==> src/rtl/core/qte_pkg.sv <==
// Shared constants and angle table for the quaternion to Euler angle pipeline.
`timescale 1ns / 1ps
`default_nettype none
package qte_pkg;

	localparam int ANGLE_STAGES_DEF   = 16;
	localparam int QUAT_FRAC_BITS_DEF = 14;
	localparam int TABLE_LEN          = 24;
	// angle word: units of 2^-22 degree
	localparam int ZW                 = 33;
	// square root: 61 bit radicand, one result bit per cell
	localparam int SQRT_STEPS         = 31;
	localparam int RW                 = 62;
	localparam int AW                 = 32;
	localparam int OW                 = ZW - 16;

	localparam logic signed [ZW-1:0] DEG90    = 33'sd377487360;
	localparam logic signed [ZW-1:0] DEG180   = 33'sd754974720;
	localparam logic signed [AW-1:0] ONE_Q30  = 32'sd1073741824;
	localparam logic signed [ZW-1:0] HALF_LSB = 33'sd32768;

	localparam logic signed [OW-1:0] ROLL_MAX  = 17'sd11520;
	localparam logic signed [OW-1:0] PITCH_MAX = 17'sd5760;
	localparam logic signed [OW-1:0] YAW_MAX   = 17'sd23040;

	// atan(2^-i) in units of 2^-22 degree
	function automatic logic signed [ZW-1:0] atan_entry(input int unsigned idx);
		logic signed [ZW-1:0] v;
		case (idx)
			0:       v = 33'sd188743680;
			1:       v = 33'sd111421900;
			2:       v = 33'sd58872272;
			3:       v = 33'sd29884485;
			4:       v = 33'sd15000234;
			5:       v = 33'sd7507429;
			6:       v = 33'sd3754631;
			7:       v = 33'sd1877430;
			8:       v = 33'sd938729;
			9:       v = 33'sd469366;
			10:      v = 33'sd234683;
			11:      v = 33'sd117342;
			12:      v = 33'sd58671;
			13:      v = 33'sd29335;
			14:      v = 33'sd14668;
			15:      v = 33'sd7334;
			16:      v = 33'sd3667;
			17:      v = 33'sd1833;
			18:      v = 33'sd917;
			19:      v = 33'sd458;
			20:      v = 33'sd229;
			21:      v = 33'sd115;
			22:      v = 33'sd57;
			23:      v = 33'sd29;
			default: v = '0;
		endcase
		return v;
	endfunction

endpackage
`default_nettype wire

==> src/rtl/core/qte_sqrt_cell.sv <==
// One restoring square root step: settles one result bit per cycle.
`timescale 1ns / 1ps
`default_nettype none
module qte_sqrt_cell #(
	parameter int SHIFT = 60
) (
	input  wire logic                   clk,
	input  wire logic [qte_pkg::RW-1:0] rem_in,
	input  wire logic [qte_pkg::RW-1:0] root_in,
	output logic      [qte_pkg::RW-1:0] rem_out,
	output logic      [qte_pkg::RW-1:0] root_out
);
	import qte_pkg::*;

	localparam logic [RW-1:0] BIT_VAL = RW'(1) << SHIFT;

	logic [RW-1:0] trial;
	logic [RW-1:0] rem_q;
	logic [RW-1:0] root_q;

	assign trial = root_in + BIT_VAL;

	always_ff @(posedge clk) begin
		if (rem_in >= trial) begin
			rem_q  <= rem_in - trial;
			root_q <= (root_in >> 1) + BIT_VAL;
		end else begin
			rem_q  <= rem_in;
			root_q <= root_in >> 1;
		end
	end

	assign rem_out  = rem_q;
	assign root_out = root_q;

endmodule
`default_nettype wire

==> config.mk <==
export PLATFORM = sky130hd
export DESIGN_NAME = qte_sqrt_cell
export DESIGN_NICKNAME = d
export VERILOG_FILES = /design/src/rtl/core/qte_pkg.sv /design/src/rtl/core/qte_sqrt_cell.sv
export SDC_FILE = /design/constraint.sdc
export NUM_CORES = 1
export LEC_CHECK = 0
export BUFFER_PORTS_ARGS = -buffer_cell sky130_fd_sc_hd__buf_2
export CORE_MARGIN = 2
export CORE_UTILIZATION = 55
export DETAILED_ROUTE_END_ITERATION = 12
export PLACE_DENSITY = 0.93
export SLEW_MARGIN = 20
export SYNTH_ARGS = -nofsm -noshare
export SYNTH_HDL_FRONTEND = slang
export SYNTH_SLANG_ARGS = --single-unit
==> constraint.sdc <==
create_clock -name clk -period 5.45 [get_ports clk]
set_clock_uncertainty 0.05 [all_clocks]
set_input_delay 0.545 -clock clk [delete_from_list [all_inputs] [get_ports clk]]
set_output_delay 0.545 -clock clk [all_outputs]
set_load 0.01 [all_outputs]
* After elaboration in Yosys (flattened, before gate mapping)
Cells that the tools add are included.
Storage, ports and cells: register bits after elaboration 124, input port bits 125, output and inout port bits 124, word-level logic and storage cells 9
Cells by class: $add $sub $neg 3, $lt $le $gt $ge 1, mux-type cells 2
Operators by type and width (number):
- adder 61 x 61 -> 62 bit (second input constant) | 1
- adder 62 x 61 -> 62 bit (second input constant) | 1
- >= comparator 62 bit | 1
- 2-to-1 mux 62 bit | 1
- subtractor 62 bit | 1
- 2-to-1 mux 61 bit | 1

* Longest topological paths before layout
word-level depth 3, gate-level depth with buffers 16, gate-level depth less buffers 14

* Least setup slack after synthesis
OpenSTA, ideal clock, no wires.
path type input -> register, from input rem_in[0] (netlist name), to register rem_q[48], in the netlist rem_out[48], library setup time 123 ps, arrival time 3119 ps, required time 5277 ps, setup slack 2158 ps, stages 15, buffers on the path 2, cell sequence inv_1 -> ha_1 -> inv_1 -> fa_1 -> a211oi_1 -> o21ai_1 -> o2111ai_1 -> a21o_2 -> o21ai_4 -> a31oi_4 -> a21oi_2 -> o21a_1 -> buf_4 -> buf_6 -> mux2_1
On the way: longest elaborated chain between the ends 2, elaborated cells on any way between the ends 3, classes of those cells add/sub (1); order compare (1); mux (1)
Ends and longest elaborated chain:
- start: declaration | RTL line qte_sqrt_cell.sv:8 | input wire logic [qte_pkg::RW-1:0] rem_in,
- subtractor 62 bit or >= comparator 62 bit (tied branches) | RTL line qte_sqrt_cell.sv:25, qte_sqrt_cell.sv:24
- 2-to-1 mux 62 bit (*) | RTL line qte_sqrt_cell.sv:24 | if (rem_in >= trial) begin
- end signal: assignment | RTL line qte_sqrt_cell.sv:25 | rem_q <= rem_in - trial;
- end signal: assignment | RTL line qte_sqrt_cell.sv:28 | rem_q <= rem_in;
- end: declaration | RTL line qte_sqrt_cell.sv:18 | logic [RW-1:0] rem_q;
Mark *: on every way between the ends. The rest lies on a longest branch, timed or not. A chain may end at the register's enable or synchronous reset.

* Worst setup path after layout
from input rem_in[0] (netlist name), to register rem_q[53], in the netlist rem_out[53]
Same word-level chain as after synthesis.

==> flow_metrics.tcl <==
set metrics [dict create \
    yosys.area_share.simple_pct 14.9 \
    place_worst_setup_slack_ns 1.44 \
    fin_ws_ns 1.81 \
    hold_start "root_in[18]" \
    path_clk_slew_ns 0.06 \
    crit_path_start "rem_in[0]" \
    cts_buffers 17 \
    die-area_sq_um 14000 \
    synth_xor_xnor_area_share_pct 6.68 \
    p_per_area_nw_per_um2 340 \
    switching_share_pct 31.1 \
    clock-sinks 124 \
    grt-ovfl-total 0 \
    fin_hold_ws_ns 0.185 \
    gp_congestion 0.959 \
    drt_iter0_markers 422 \
    ys_ff_latch 124 \
    cp-end-kind "register" \
    crit_chain "buf_2 -> inv_1 -> ha_1 -> inv_1 -> fa_1 -> a211oi_1 -> o21ai_1 -> o2111ai_1 -> a21o_2 -> o21ai_4 -> a31oi_4 -> a21oi_2 -> o21ai_2 -> buf_4 -> and2_1 -> a31o_1" \
    leakagePower_nw 4.60 \
    drt-wirelength-per-cell_microns 16.5 \
    synth_ff_type "dfxtp_1" \
    muxShareOfSynthArea_pct 0.955 \
    power.total_mw 3.09 \
    synth_area_sq_um 7210 \
    worstPathMaxFanout 20 \
    post_cts_buffers 0 \
    io_pins 249 \
    comb_power_share_pct 28.8 \
    finalCritPeriodShare_pct 66.7 \
    drive_above_1_share_pct 26.5 \
    synth_edf_count 0 \
    finalSetupViolCount 0 \
    cp.arrival_ns 3.95 \
    syn_avg_cell_area_sq_um 8.20 \
    synth_top_area_cell "dfxtp_1" \
    ys_top_cells_by_count "dfxtp_1, a21oi_1, inv_1" \
    async_flop_share_pct 0 \
    die_h_microns 118 \
    synth_fa_ha_area_share_pct 11.0 \
    via_count 7408 \
    nNetsFinal 1301 \
    synth_compound_area_share_pct 25.0 \
    vdd_drop_max_mv 0.265 \
    rsz0062_at_grt "no" \
    intPower_mw 2.13 \
    relSlewSlack_pct 59.3 \
    netSwitchingPower_mw 0.962 \
    ys_seq_area_share_pct 34.4 \
    crit_top_cell "inv_1" \
    synth_nets 1067 \
    drc 0 \
    cap_violations 0 \
    stdcell_area_sq_um 9100 \
    synthDistinctLibCells 69 \
    clockBufferDepth 2 \
    cpMaxStageDelayCell "o21ai_2" \
    post-synth-top-count-cell "dfxtp_1" \
    wl_mm 21.4 \
    synth.area.top_cells "dfxtp_1, ha_1, a21oi_1" \
    tns_ns 0 \
    grt_util_met3_pct 6.56 \
    cts_resized 0 \
    holdBufCountCts 0 \
    synth_top_family_by_area "compound AO/OA/AOI/OAI gates" \
    cp.required_ns 5.76 \
    grt_pass1_vias 7025 \
    htreeDepth 4 \
    rows 41 \
    grt_max_degree 46 \
    finalCriticalPeriod_ns 3.64 \
    tightestPinTransition_ns 0.606 \
    met2_usage_pct 51.0 \
    dp_hpwl_mm 16.5 \
    post-route-util_pct 71.5 \
    status "complete, no violations" \
    ys_warn_count 0 \
    cp_slowest_stage_delay_ns 0.49 \
    drt-vias-per-instance 5.71 \
    grt_pass1_wl_mm 33.5 \
    grt_usage_pct 29.5 \
    hold_viol_final 0 \
    path_class "input pin to register" \
    die_w_microns 118 \
    seq_power_share_pct 34.2 \
    cts_tree "yes" \
    final_cells 1298 \
    start_util_pct 56.7 \
    synth_top_cell_area_share_pct 34.4 \
    antenna_found_initial 1 \
    max_freq_mhz 275 \
    dr.pass1.iters 5 \
    coreArea_sq_um 12700 \
    placed_area_sq_um 8500 \
    critPathLaunchType "input pin" \
    synth_cells 879 \
    grt.busiest_layer "met2" \
    area_growth_pct 26.2 \
    place_inst 1266 \
    slew_violations 0 \
    use_met1_pct 35.4 \
    hold_path.class "input pin to register" \
    nFillCells 1021 \
    cts-root-buf "clkbuf_16" \
    pwr-share-clk_pct 37.0 \
    antenna_left 0 \
    numPortBuffers 248 \
]
[area by class of cell]
cell class                 count  area [sq um]  area share [%]
clock inverter                 6           110            1.21
inverter                      83           312            3.42
multi-input combinational    636          4230            46.5
tap                          172           215            2.37
sequential                   124          2480            27.3
clock buffer                  25           485            5.34
timing repair buffer         251          1260            13.9
antenna                        1          2.50          0.0275
[path summary, 6_finish.rpt]
kind | cells after the start | endpoint | slack [ns]
setup / recovery | 16 | rem_out[53]$_DFF_P_ | 1.81
hold / removal | 1 | root_out[17]$_DFF_P_ | 0.19
[flip-flops by register name (all words and copies together), names as in the netlist]
signal,flops
rem_out,62
root_out,62
[worst max-delay path: cells and delay by family]
kind,cells,cell delay (ns)
AO/OA/AOI/OAI,9,2.01
adder cells (fa/ha/maj),2,0.62
buffers and inverters,4,0.60
AND/OR/NAND/NOR,1,0.16
[power groups by stage]
| stage | Clock [mW] | Combinational [mW] | Sequential [mW] |
|---|---|---|---|
| floorplan | 0 | 0.517 | 1.14 |
| global placement | 0 | 0.848 | 1.07 |
| detailed placement | 0 | 0.867 | 1.07 |
| finish | 1.15 | 0.891 | 1.06 |
| global route | 1.19 | 0.970 | 1.06 |
| CTS | 1.15 | 0.879 | 1.06 |
[logic make-up after synthesis]
logic type,Yosys count
AND/OR/NAND/NOR,225
buffers and inverters,119
adder cells (fa/ha/maj),63
XOR/XNOR,55
multiplexers,6
flip-flops,124
AO/OA/AOI/OAI,287
[routing by layer]
| metal | up-vias | wire length [microns] |
|---|---|---|
| li1 | 3565 | - |
| met1 | 3411 | 8890 |
| met2 | 374 | 10300 |
| met3 | 58 | 1610 |
| met4 | 0 | 588 |
| met5 | - | 0 |
[cells in the final DEF, fill, tap and decap left out, types with 4 or more instances in the layout]
cell type,instances
buf_2,248
nand2b_1,9
xnor2_1,31
and4_1,4
o21bai_1,8
and2_1,6
and3_1,8
nor2_1,72
clkbuf_16,17
a31oi_1,11
dfxtp_1,124
ha_1,62
xor2_1,24
nor3_1,15
inv_1,83
nand2_1,62
a211oi_1,4
a21o_1,42
nand3_1,15
o21ai_0,45
clkbuf_1,5
nand4_1,18
o211ai_1,14
a21oi_1,117
o21a_1,5
o31ai_1,7
No activity file was read; power rests on OpenSTA's default activity.
