===== config.mk =====
export PLATFORM = sky130hd
export DESIGN_NAME = qte_cordic_cell
export DESIGN_NICKNAME = d
export VERILOG_FILES = /design/src/rtl/core/qte_pkg.sv /design/src/rtl/core/qte_cordic_cell.sv
export SDC_FILE = /design/constraint.sdc
export NUM_CORES = 1
export LEC_CHECK = 0
export ABC_AREA = 1
export BUFFER_PORTS_ARGS = -buffer_cell sky130_fd_sc_hd__buf_2
export CORE_UTILIZATION = 40
export CTS_CLUSTER_DIAMETER = 30
export DETAILED_ROUTE_END_ITERATION = 10
export GPL_TIMING_DRIVEN = 0
export SLEW_MARGIN = 15
export SYNTH_ARGS = -nofsm -noshare
export SYNTH_HDL_FRONTEND = slang
export SYNTH_SLANG_ARGS = --single-unit

===== constraint.sdc =====
create_clock -name clk -period 2.4 [get_ports clk]
set_input_delay 0.24 -clock clk [delete_from_list [all_inputs] [get_ports clk]]
set_output_delay 0.24 -clock clk [all_outputs]
set_load 0.02 [all_outputs]

===== src/rtl/core/qte_pkg.sv =====
// Shared constants and angle table for the quaternion to Euler angle pipeline.
`timescale 1ns / 1ps
`default_nettype none
package qte_pkg;

	localparam int ANGLE_STAGES_DEF   = 16;
	localparam int QUAT_FRAC_BITS_DEF = 14;
	localparam int TABLE_LEN          = 24;
	// angle word: units of 2^-22 degree
	localparam int ZW                 = 33;
	// square root: 61 bit radicand, one result bit per cell
	localparam int SQRT_STEPS         = 31;
	localparam int RW                 = 62;
	localparam int AW                 = 32;
	localparam int OW                 = ZW - 16;

	localparam logic signed [ZW-1:0] DEG90    = 33'sd377487360;
	localparam logic signed [ZW-1:0] DEG180   = 33'sd754974720;
	localparam logic signed [AW-1:0] ONE_Q30  = 32'sd1073741824;
	localparam logic signed [ZW-1:0] HALF_LSB = 33'sd32768;

	localparam logic signed [OW-1:0] ROLL_MAX  = 17'sd11520;
	localparam logic signed [OW-1:0] PITCH_MAX = 17'sd5760;
	localparam logic signed [OW-1:0] YAW_MAX   = 17'sd23040;

	// atan(2^-i) in units of 2^-22 degree
	function automatic logic signed [ZW-1:0] atan_entry(input int unsigned idx);
		logic signed [ZW-1:0] v;
		case (idx)
			0:       v = 33'sd188743680;
			1:       v = 33'sd111421900;
			2:       v = 33'sd58872272;
			3:       v = 33'sd29884485;
			4:       v = 33'sd15000234;
			5:       v = 33'sd7507429;
			6:       v = 33'sd3754631;
			7:       v = 33'sd1877430;
			8:       v = 33'sd938729;
			9:       v = 33'sd469366;
			10:      v = 33'sd234683;
			11:      v = 33'sd117342;
			12:      v = 33'sd58671;
			13:      v = 33'sd29335;
			14:      v = 33'sd14668;
			15:      v = 33'sd7334;
			16:      v = 33'sd3667;
			17:      v = 33'sd1833;
			18:      v = 33'sd917;
			19:      v = 33'sd458;
			20:      v = 33'sd229;
			21:      v = 33'sd115;
			22:      v = 33'sd57;
			23:      v = 33'sd29;
			default: v = '0;
		endcase
		return v;
	endfunction

endpackage
`default_nettype wire


===== src/rtl/core/qte_cordic_cell.sv =====
// One vectoring CORDIC rotation with a fixed shift and angle step.
`timescale 1ns / 1ps
`default_nettype none
module qte_cordic_cell #(
	parameter int W     = 37,
	parameter int STAGE = 0
) (
	input  wire logic                          clk,
	input  wire logic signed [W-1:0]           x_in,
	input  wire logic signed [W-1:0]           y_in,
	input  wire logic signed [qte_pkg::ZW-1:0] z_in,
	input  wire logic                          zero_in,
	output logic signed      [W-1:0]           x_out,
	output logic signed      [W-1:0]           y_out,
	output logic signed      [qte_pkg::ZW-1:0] z_out,
	output logic                               zero_out
);
	import qte_pkg::*;

	localparam logic signed [ZW-1:0] STEP = atan_entry(STAGE);

	logic signed [W-1:0]  dx, dy;
	logic signed [W-1:0]  x_q, y_q;
	logic signed [ZW-1:0] z_q;
	logic                 zero_q;

	assign dx = y_in >>> STAGE;
	assign dy = x_in >>> STAGE;

	always_ff @(posedge clk) begin
		zero_q <= zero_in;
		if (!y_in[W-1]) begin
			x_q <= x_in + dx;
			y_q <= y_in - dy;
			z_q <= z_in + STEP;
		end else begin
			x_q <= x_in - dx;
			y_q <= y_in + dy;
			z_q <= z_in - STEP;
		end
	end

	assign x_out    = x_q;
	assign y_out    = y_q;
	assign z_out    = z_q;
	assign zero_out = zero_q;

endmodule
`default_nettype wire

* Word level (Yosys, flattened, before mapping)
Cells that the tools add are included.
** Storage, ports and cells
- Latch bits :: 0
- RAM bits :: 0
- Memories :: 0
- ROM bits :: 0
- Input port bits :: 109
- Register bits after elaboration :: 108
** Operators by class
- Multiply operators :: 0
- Equality and inequality tests :: 0
- Order comparisons :: 0
- Reduce and logical (&&, ||, !) cells :: 0
- Add/sub/neg operators :: 5
- Bitwise operators :: 0
- Div/mod/pow operators :: 0
- Shifts and indexed selects :: 0
- Muxes and demuxes :: 3
** Operators by type and width (number)
- $mux 37 :: 2
- $sub 37x37->37 :: 2
- $add 37x37->37 :: 1
- $add 33x29->33 const B :: 1
- $mux 33 :: 1
- $sub 33x29->33 const B :: 1

* Depth between registers and ports, before layout
- Word-level depth :: 2
- Gate-level depth with buffers :: 17

* Worst setup path before layout
Ideal clock, no wire load.
- Path kind :: input to register
- Start :: input port y_in[36]
- End :: register z_q[29] (netlist: z_out[29])
- Arrival time :: 1.775 ns
- Data required time :: 2.328 ns
- Cell stages on the path :: 10
- Library setup time :: 0.072 ns
- Path slack :: 0.553 ns
- Cell sequence :: buf_2 > inv_2 > buf_2 > ha_1 > a21oi_1 > o21ai_0 > a21oi_1 > nor2_1 > nor2_1 > xor2_1
** On the way
- Cells in the longest elaborated chain, start to end :: 1
** Ends and longest elaborated chain
- start: declaration :: RTL line qte_cordic_cell.sv:10 : input wire logic signed [W-1:0] y_in,
- $mux 33 :: RTL line qte_cordic_cell.sv:32 : if (!y_in[W-1]) begin
- end signal: assignment :: RTL line qte_cordic_cell.sv:35 : z_q <= z_in + STEP;
- end signal: assignment :: RTL line qte_cordic_cell.sv:39 : z_q <= z_in - STEP;
- end: declaration :: RTL line qte_cordic_cell.sv:24 : logic signed [ZW-1:0] z_q;
Every way passes these cells.

* Worst setup path after layout
- Start :: input port y_in[36]
- End :: register z_q[30] (netlist: z_out[30])
Same word-level chain as after synthesis.

==> results by group <==
Final layout
  – Antenna cells: 0
  – Final core occ: 49.0%
  – Layout cell share with drive strength beyond 1: 15.1%
  – Area grow syn2layout: 19.0%
  – Fill count: 2,869
  – Most frequent cells in the layout: nand2_1 (569), inv_1 (297), buf_2 (230)
  – Commonest non-fill, non-tap cell in the layout: nand2_1
  – Nets@finish: 2,309

Synth
  – Mapped cell area: 10,800 um^2
  – Number of synthesized flops with an enable pin: 0
  – Synth cell types: 44
  – Area leader, netlist: dfxtp_1
  – Avg Cell Area, Syn: 5.93 um^2
  – Top_reg_cell synth: dfxtp_1
  – Synth Net Count: 2,059
  – Synth Instances: 1,829
  – Yosys reg bits: 107
  – Async set or reset register ratio after synthesis: 0%
  – Yosys Warn Count: 0
  – Register area share after synthesis: 19.8%
  – Synth top area share: 19.8%
  – Area contributors post-synth: dfxtp_1 (20%), nand2_1 (20%), ha_1 (13%), inv_1 (10%), nand3_1 (7.9%)

Timing
  – Final min period: 2.24 ns
  – Fmax: 446 MHz
  – Final setup vio count: 0
  – Worst slew pin tran: 1.14 ns
  – Fin Hold WS: 0.123 ns
  – Unrepaired setup endpoints after global routing: no
  – Fin. Hold Viols: 0
  – Max-slew violations: 0
  – Relative slew slack: 23.8%
  – Final period util: 93.5%

Worst hold path
  – Hold Path Class: input port to flop
  – Worst hold stages: 2

Setup path
  – Crit path max fanout: 13
  – Top delay family on crit path: buffers and inverters
  – Slowest cell delay on critical path: 0.46 ns
  – Worst setup SP type: input port
  – WP depth: 11
  – Worst setup EP type: flop
  – Slowest stage cell on the critical path: buf_2
  – Crit path DAT: 2.55 ns
  – CP Data Required Time: 2.71 ns
  – Crit path top cell by count: buf_2
  – Bufs and invs on worst path: 4
  – Cells along the critical path: buf_2 -> buf_2 -> inv_2 -> buf_2 -> ha_1 -> a21oi_1 -> o21ai_0 -> a21oi_1 -> nor2_1 -> nor2_1 -> xnor2_1
  – Setup CP Type: input port to flop

Global routing
  – Largest net degree at the start of global routing: 25
  – GR Util met1: 41.9%
  – First-pass GRT wire length: 64.3 mm
  – Vias in the first global route: 11.6k
  – GR Util met3: 6.04%
  – Met2 Track Usage GR: 47.6%
  – Grt peak-use layer: met2
  – Initial antenna violation count: 0
  – Global route total overflow: 0
  – GR Util All Layers: 30.5%

Place
  – Number of buffers added on ports: 216
  – GP Congestion: 0.960
  – HPWL Detailed: 36.0 mm

Floorplanning
  – Overall die height: 167 um
  – I/O pins: 217
  – Row count: 59
  – Starting density of the core: 41.2%
  – Core area: 26,400 um^2
  – Die area: 27,800 um^2
  – Die extent in x: 167 um

Clocking
  – CTS root buf: clkbuf_16
  – Post_cts resized: 0
  – Post-CTS Setup Inserts: 0
  – CTS tree: built
  – CTS clk-pin slew, worst paths: 0.09 ns
  – Inserted Clock Buffers: 9
  – Hold-fix buffer count after cts: 23
  – CTS Sinks: 107
  – Htree depth: 3
  – CTS max path bufs: 2

Flow run
  – Max Cap Viol: 0

Power
  – Tot Pwr: 7.11 mW
  – Leakage: 7.25 nW
  – Pwr Density: 551 nW/um^2
  – VDD IR max: 301 uV

Route
  – Via density: 5.14
  – Via count: 12.4k
  – DR WL/cell: 17.8 um
  – Routed Antenna Nets: 0
  – Drt first-iter violations: 1,063
  – Total iterations of the first detailed-routing run: 6
  – Number of remaining DRC errors: 0
  – Final WL: 43.0 mm

Status
  – Status: complete, no violations
==> sequential cells by signal (all words and copies together), names as in the netlist <==
signal and cells:
x_out 36, zero_out 1, z_out 33, y_out 37
==> cells in the mapped netlist, types with 2 or more instances <==
| cell type | instances |
|---|---|
| nor3_1 | 9 |
| nand4_1 | 8 |
| a21boi_0 | 2 |
| nand2_1 | 569 |
| xor2_1 | 36 |
| buf_2 | 14 |
| o31ai_1 | 4 |
| and2_1 | 8 |
| o21ai_0 | 84 |
| nand3_1 | 172 |
| nand2_2 | 9 |
| nor2_1 | 144 |
| a21oi_1 | 129 |
| inv_2 | 6 |
| buf_6 | 4 |
| o21a_1 | 2 |
| dfxtp_1 | 107 |
| fa_1 | 4 |
| nor2_2 | 16 |
| mux2i_1 | 2 |
| and2_0 | 2 |
| nand3_2 | 2 |
| inv_1 | 297 |
| buf_1 | 4 |
| clkbuf_1 | 5 |
| xnor2_1 | 5 |
| nor3_2 | 3 |
| a31oi_1 | 4 |
| buf_4 | 19 |
| o21ai_2 | 4 |
| o21bai_1 | 15 |
| ha_1 | 117 |
| o21ai_1 | 4 |
| or2_0 | 2 |
| o22ai_1 | 8 |
==> layout make-up <==
| cell class | instances | area (um^2) | area share (%) |
|---|---|---|---|
| Multi-Input combinational cell | 1371 | 7270 | 56.3 |
| Clock buffer | 9 | 225 | 1.75 |
| Timing Repair Buffer | 239 | 1310 | 10.2 |
| Inverter | 304 | 1140 | 8.84 |
| Sequential cell | 107 | 2140 | 16.6 |
| Tap cell | 335 | 419 | 3.25 |
| Buffer | 47 | 297 | 2.30 |
| Clock inverter | 7 | 103 | 0.795 |
==> metrics by stage <==
step	worst slack, ns	area [um^2]	TNS (ns)	instances
6_report	0.156	12900	0	2419
5_1_grt	0.0343	12900	0	2419
4_1_cts	0.183	12900	0	2419
3_5_place_dp	-0.194	12300	-0.812	2380
3_3_place_gp	-0.189	12300	-0.648	2380
2_1_floorplan	0.553	10800	0	1829
==> logic make-up (layout without fill, tap and decap cells) <==
family                   count (synthesis)  in the layout  synth area share, %
AO/OA/AOI/OAI                          258            258                 12.8
XOR/XNOR                                41             41                 3.31
adder cells (fa/ha/maj)                121            121                 14.2
buffers and inverters                  351            606                 13.3
flip-flops                             107            107                 19.8
multiplexers                             2              2                0.185
AND/OR/NAND/NOR                        949            949                 36.5
==> worst paths after layout <==
kind	startpoint	end	slack, ns
min	z_in[22]	z_out[22]	0.12
max	y_in[36]	z_out[30]	0.16
==> where the power goes <==
| part | switching [mW] | total [mW] | internal [mW] |
|---|---|---|---|
| Clock | 0.969 | 1.76 | 0.789 |
| Combinational | 2.22 | 3.23 | 1.01 |
| Sequential | 0.0636 | 2.12 | 2.06 |
| Total | 3.25 | 7.11 | 3.86 |
==> metal layers <==
| metal | vias to the layer above | part of all wire, % |
|---|---|---|
| met4 | 0 | 2.7 |
| met1 | 5623 | 46 |
| met3 | 52 | 8.5 |
| li1 | 6212 | - |
| met2 | 551 | 42 |
| met5 | - | 0 |
No activity file was read; power rests on OpenSTA's default activity.
